### src/rtl/u2u_pkg.sv
// Shared types and constants for the UTF-8 to UTF-16 (BMP) decoder.
`default_nettype none

package u2u_pkg;

  localparam int unsigned BYTE_W    = 8;
  localparam int unsigned UNIT_W    = 16;
  localparam int unsigned PARTIAL_W = 10;
  localparam int unsigned AWAIT_W   = 2;

  // continuation bytes still expected
  localparam logic [AWAIT_W-1:0] AWAIT_NONE = 2'd0;
  localparam logic [AWAIT_W-1:0] AWAIT_ONE  = 2'd1;
  localparam logic [AWAIT_W-1:0] AWAIT_TWO  = 2'd2;

  localparam logic [BYTE_W-1:0] BYTE_NUL      = 8'h00;
  localparam logic [BYTE_W-1:0] ASCII_MAX     = 8'h7F;
  localparam logic [BYTE_W-1:0] CONT_MIN      = 8'h80;
  localparam logic [BYTE_W-1:0] CONT_MAX      = 8'hBF;
  localparam logic [BYTE_W-1:0] LEAD2_MIN     = 8'hC0;
  localparam logic [BYTE_W-1:0] LEAD2_MAX     = 8'hDF;
  localparam logic [BYTE_W-1:0] LEAD3_MIN     = 8'hE0;
  localparam logic [BYTE_W-1:0] LEAD3_MAX     = 8'hEF;

  typedef struct packed {
    logic [AWAIT_W-1:0]   awaited;
    logic [PARTIAL_W-1:0] partial;
  } dec_state_t;

  typedef struct packed {
    logic                 emit;
    logic [UNIT_W-1:0]    code_unit;
    dec_state_t           state_nxt;
  } dec_result_t;

endpackage

`default_nettype wire

### src/rtl/utf8_to_utf16_bmp_decoder_unit.sv
// Top level of the UTF-8 to UTF-16 (BMP) stream decoder.
// Takes one UTF-8 byte per transfer and gives one 16-bit code unit per
// completed one-, two- or three-byte sequence. Throughput is one byte per
// clock while the output is not stalled: a byte passes an input register, one
// decode step that updates the pending-sequence state, and an output register
// that drives out_tvalid.
// A 0x00 byte ends the string and
// clears any pending sequence without a result. Lone continuation bytes and
// leads 0xF0-0xFF are dropped; a non-continuation byte inside a sequence
// drops that sequence and is decoded afresh. Overlong forms and surrogate
// values pass unchecked. Backpressure on the output stalls the decode step
// and, through it, in_tready.
`default_nettype none

module utf8_to_utf16_bmp_decoder_unit
  import u2u_pkg::*;
(
  input  wire logic        clk,
  input  wire logic        rst_n,
  input  wire logic        in_tvalid,
  output logic             in_tready,
  input  wire logic [7:0]  in_tdata,   // [7:0] in_byte
  output logic             out_tvalid,
  input  wire logic        out_tready,
  output logic [15:0]      out_tdata   // [15:0] code_unit
);

  logic              s1_valid;
  logic [BYTE_W-1:0] s1_byte;
  logic              step;

  dec_state_t  state_r;
  dec_state_t  state_nxt;
  dec_result_t dec_res;

  logic              out_valid_r;
  logic              out_valid_nxt;
  logic [UNIT_W-1:0] out_data_r;

  // decode step fires when a byte is held and the output slot is free
  assign step = s1_valid && (!out_valid_r || out_tready);

  u2u_in_reg u_in_reg (
    .clk        (clk),
    .rst_n      (rst_n),
    .in_valid   (in_tvalid),
    .in_ready   (in_tready),
    .in_byte    (in_tdata),
    .hold_valid (s1_valid),
    .hold_byte  (s1_byte),
    .hold_take  (step)
  );

  u2u_decode u_decode (
    .byte_i   (s1_byte),
    .state_i  (state_r),
    .result_o (dec_res)
  );

  assign state_nxt     = step ? dec_res.state_nxt : state_r;
  assign out_valid_nxt = step ? dec_res.emit : (out_valid_r && !out_tready);

  always_ff @(posedge clk) begin
    if (!rst_n) begin
      state_r     <= '0;
      out_valid_r <= 1'b0;
    end else begin
      state_r     <= state_nxt;
      out_valid_r <= out_valid_nxt;
    end
  end

  // code unit register: loaded only when a result is produced
  always_ff @(posedge clk) begin
    if (step && dec_res.emit) begin
      out_data_r <= dec_res.code_unit;
    end
  end

  assign out_tvalid = out_valid_r;
  assign out_tdata  = out_data_r;

`ifndef SYNTHESIS
  // the pending count never reaches three
  a_await_range: assert property (@(posedge clk) disable iff (!rst_n)
    state_r.awaited != 2'd3)
    else $error("pending count out of range");

  // a held byte waits while the output slot is blocked
  a_hold_on_stall: assert property (@(posedge clk) disable iff (!rst_n)
    (s1_valid && out_valid_r && !out_tready) |=> (s1_valid && $stable(s1_byte)))
    else $error("held byte lost during output stall");

  // a produced result shows up on the output next cycle
  a_emit_visible: assert property (@(posedge clk) disable iff (!rst_n)
    (step && dec_res.emit) |=> out_valid_r)
    else $error("decoded result not presented");

  // end of string leaves nothing pending
  a_nul_clears: assert property (@(posedge clk) disable iff (!rst_n)
    (step && (s1_byte == BYTE_NUL)) |=> (state_r.awaited == AWAIT_NONE))
    else $error("end of string left a sequence pending");
`endif

endmodule

`default_nettype wire

### src/rtl/u2u_in_reg.sv
// Input register stage: holds one byte until the decode step consumes it.
`default_nettype none

module u2u_in_reg
  import u2u_pkg::*;
(
  input  wire logic              clk,
  input  wire logic              rst_n,
  input  wire logic              in_valid,
  output logic                   in_ready,
  input  wire logic [BYTE_W-1:0] in_byte,
  output logic                   hold_valid,
  output logic [BYTE_W-1:0]      hold_byte,
  input  wire logic              hold_take
);

  logic              valid_r;
  logic              valid_nxt;
  logic [BYTE_W-1:0] byte_r;

  // accept when empty, or when the held byte leaves this cycle
  assign in_ready  = !valid_r || hold_take;
  assign valid_nxt = (in_valid && in_ready) || (valid_r && !hold_take);

  always_ff @(posedge clk) begin
    if (!rst_n) begin
      valid_r <= 1'b0;
    end else begin
      valid_r <= valid_nxt;
    end
  end

  always_ff @(posedge clk) begin
    if (in_valid && in_ready) begin
      byte_r <= in_byte;
    end
  end

  assign hold_valid = valid_r;
  assign hold_byte  = byte_r;

endmodule

`default_nettype wire

### src/rtl/u2u_decode.sv
// Combinational decode step: one byte against the pending-sequence state.
`default_nettype none

module u2u_decode
  import u2u_pkg::*;
(
  input  wire logic [BYTE_W-1:0] byte_i,
  input  wire dec_state_t        state_i,
  output dec_result_t            result_o
);

  logic              is_cont;
  logic [UNIT_W-1:0] merged;

  assign is_cont = (byte_i >= CONT_MIN) && (byte_i <= CONT_MAX);
  assign merged  = {state_i.partial, byte_i[5:0]};

  always_comb begin
    result_o.emit              = 1'b0;
    result_o.code_unit         = merged;
    result_o.state_nxt.awaited = AWAIT_NONE;
    result_o.state_nxt.partial = '0;

    if ((state_i.awaited != AWAIT_NONE) && is_cont) begin
      if (state_i.awaited == AWAIT_ONE) begin
        result_o.emit = 1'b1;
      end else begin
        // first of two continuations (a count of 3 behaves the same)
        result_o.state_nxt.awaited = AWAIT_ONE;
        result_o.state_nxt.partial = merged[PARTIAL_W-1:0];
      end
    end else begin
      // nothing pending, or broken sequence: decode the byte afresh
      priority if (byte_i == BYTE_NUL) begin
        result_o.emit = 1'b0;
      end else if (byte_i <= ASCII_MAX) begin
        result_o.emit      = 1'b1;
        result_o.code_unit = {{(UNIT_W-BYTE_W){1'b0}}, byte_i};
      end else if ((byte_i >= LEAD2_MIN) && (byte_i <= LEAD2_MAX)) begin
        result_o.state_nxt.awaited = AWAIT_ONE;
        result_o.state_nxt.partial = {{(PARTIAL_W-5){1'b0}}, byte_i[4:0]};
      end else if ((byte_i >= LEAD3_MIN) && (byte_i <= LEAD3_MAX)) begin
        result_o.state_nxt.awaited = AWAIT_TWO;
        result_o.state_nxt.partial = {{(PARTIAL_W-4){1'b0}}, byte_i[3:0]};
      end else begin
        // lone continuation or lead 0xF0-0xFF: dropped
        result_o.emit = 1'b0;
      end
    end
  end

endmodule

`default_nettype wire
### config.mk
export PLATFORM = sky130hd
export DESIGN_NAME = utf8_to_utf16_bmp_decoder_unit
export DESIGN_NICKNAME = d
export VERILOG_FILES = /design/src/rtl/u2u_pkg.sv /design/src/rtl/utf8_to_utf16_bmp_decoder_unit.sv /design/src/rtl/u2u_in_reg.sv /design/src/rtl/u2u_decode.sv
export SDC_FILE = /design/constraint.sdc
export NUM_CORES = 1
export LEC_CHECK = 0
export BUFFER_PORTS_ARGS = -buffer_cell sky130_fd_sc_hd__buf_2
export CORE_MARGIN = 3
export CORE_UTILIZATION = 45
export CTS_CLUSTER_DIAMETER = 150
export CTS_CLUSTER_SIZE = 20
export DETAILED_ROUTE_END_ITERATION = 8
export PLACE_DENSITY = 0.81
export SYNTH_ARGS = -nofsm -noshare
export SYNTH_HDL_FRONTEND = slang
export SYNTH_SLANG_ARGS = --single-unit
### constraint.sdc
create_clock -name clk -period 2.4 [get_ports clk]
set_input_delay 0.36 -clock clk [delete_from_list [all_inputs] [get_ports clk]]
set_output_delay 0.36 -clock clk [all_outputs]
set_load 0.01 [all_outputs]
==> results.toml <==
[status]
outcome = "finished, final reports clean"

[global_routing]
grt_pass1_wl_mm = 4.68
maximum_number_of_pins_on_one_net_before_global_route_repair = 18
grt_pass1_vias = 1038
grt_antenna_before_repair = 0
overflow = 0
global_route.usage.total = 0.155

[timing]
final-hold-violation-count = 0
grt_setup_unrepaired = "no"
max_slew.worst_pin.slew_ns = 0.720
period_share = 0.737
setup_viol_count_final = 0
min_period_ns = 1.77
clock_skew_ns = 0.00443
totalNegativeSetupSlack_ns = 0
slew_violations = 0
fmaxAchievable_ghz = 0.565
slew_headroom = 0.518

[worst_setup_path]
path_cells = "or3b_1 > a221oi_2 > buf_4"
worst_setup_path_start_kind = "flop"
critPathBufInv = 1
arrival_ns = 1.81
worst-setup-path-type = "flop to flop"
path_max_fanout = 16
worst_path_dominant_cell_family = "flip-flops"
cpPeakStageDelay_ns = 0.48
critical_path.reg2reg.startpoint = "u_in_reg.hold_byte[6]"
endpoint_kind = "flop"
cp_data_required_time_ns = 2.44
setup.worst_path.start = "u_in_reg.hold_byte[6]"
critical-path-slowest-cell = "edfxtp_1"

[cells_and_area]
layoutNonFillerInstCount = 192
layout_commonest_cell = "buf_2"
multi_input_comb_area_um2 = 418
post-route-cell-area_mm2 = 0.00169
area.growth.synth_to_final_pct = 14.7
ff_latch_area_mm2 = 0.00100
finalNetCount = 159
num_antenna_cells = 0
finalCoreUtilization = 0.546
drive_gt1_frac = 0.291
final_cell_mix = "buf_2 (29), edfxtp_1 (24), nand2_1 (18)"
filler_cell_count = 289

[drt]
route.detailed.drc = 0
first_iter_violations = 48
avgRoutedWirePerCell_um = 13.8
vias = 1006
firstDrtPassIters = 4
routed_wl_mm = 2.65
antenna_left = 0
vias_per_cell = 5.24

[floorplan]
std_cell_rows = 20
dieWidth_um = 63.3
floorplan.core_area_mm2 = 0.00310
starting_density_of_the_core = 0.476
design.die.area_mm2 = 0.00400
io_pins = 30
dieHeight_um = 63.3

[place]
place.port_buffers = 29
dp_hpwl_mm = 1.90
gp_routability_congestion = 0.846
placed_cell_area_mm2 = 0.00164
place_inst = 184

[cts]
cts_setup_buffers = 0
clk_root_buffer_cell = "clkbuf_4"
clock_pin_slew_on_the_worst_setup_and_hold_paths_ns = 0.10
cts_buffers = 5
cts_hold_buffers = 0
clkLatencyLatePin_ns = 0.34
sink_count_of_the_clock_tree = 38
clock_tree_from_tritoncts = "built"
clk_path_buf_depth = 2
cts_max_level = 2
post_cts.resized_instances = 0

[yosys]
synth-edff-count = 24
synth_xor_area_frac = 0
synth_cells = 116
synthAdderAreaFrac = 0
synth_warnings = 0
combinational_family_with_the_most_area_after_synthesis = "simple AND/OR/NAND/NOR gates"
async_flop_share = 0
yosysUniqueCellTypes = 29
primary_ff_master_synth = "edfxtp_1"
synthMuxAreaShare = 0
mappedNetlistArea_mm2 = 0.00148
yosys_register_bits = 38
synth_sequential_area_ratio = 0.678
syn_avg_cell_area_um2 = 12.7
synth-compound-area-share = 0.0941
synth_nets = 128
simple_gate_fraction_of_synth_area = 0.185

[power]
cellLeakagePower_uw = 0.000629
power_per_cell_area_mw_per_mm2 = 650
worst_ir_drop_vdd_uv = 336

[worst_hold_path]
min_path_type = "primary input to flop"
min-delay-start = "in_tdata[6]"

[job]
timing.max_cap.violations = 0
[routing by layer]
layer,wire length (µm),GRT usage,part of all wire
met1,1070,0.173,0.40
met2,1320,0.249,0.50
met3,212,0.0749,0.080
met4,46,0.0728,0.017
met5,0,0,0
[registers in the layout (all words and copies together), names as in the netlist]
signal / count
u_in_reg.hold_byte: 8
u_in_reg.hold_valid: 1
out_tdata: 16
state_r: 12
out_tvalid: 1
[synth_stat cells, types with 2 or more instances]
library cell / count / area (µm²)
a21oi_1: 3 / 15.0
o22ai_1: 12 / 75.1
o21ai_0: 2 / 10.0
nand3_1: 7 / 35.0
nor2_1: 3 / 11.3
and2b_1: 5 / 37.5
buf_6: 2 / 22.5
dfxtp_1: 14 / 280
inv_1: 4 / 15.0
nand2_1: 18 / 67.6
edfxtp_1: 24 / 721
clkbuf_1: 2 / 7.51
nor2b_1: 4 / 25.0
[area by class of cell]
type,instances,share of cell area
flip-flops and latches,38,0.591
multi-input cells,68,0.247
repair buffers,30,0.0902
well taps,44,0.0325
clock buffers,6,0.0244
inverters,4,0.00887
clock inverters,2,0.00591
[path summary, 6_finish.rpt]
path / cells after the start / end / slack, ns
setup / recovery: 3 / out_tdata[11] / 0.63
hold / removal: 1 / u_in_reg.hold_byte[6] / 0.19
setup reg to reg: 3 / out_tdata[11] / 0.63
hold reg to reg: 2 / state_r[5] / 0.47
[where the power goes]
part           leakage (µW)  total [µW]  switching [µW]  internal (µW)
Clock             0.0000320         305             193            112
Combinational      0.000253        63.6            38.1           25.5
Sequential         0.000343         732            18.5            713
[cells by family (layout without fill, tap and decap cells)]
family / after synthesis / after routing
buffers and inverters: 10 / 42
AND/OR/NAND/NOR: 47 / 47
AO/OA/AOI/OAI: 21 / 21
flip-flops: 38 / 38
[stage by stage]
| stage | power, µW | hold WS, ns | worst slack, ns |
|---|---|---|---|
| 2_1_floorplan | 787 | 0.441 | 0.323 |
| 3_5_place_dp | 811 | 0.457 | 0.641 |
| 4_1_cts | 1110 | 0.184 | 0.635 |
| 6_report | 1100 | 0.195 | 0.631 |
| 5_1_grt | 1160 | 0.160 | 0.544 |
| 3_3_place_gp | 806 | 0.453 | 0.704 |
Power figures use the tool's default switching activity.
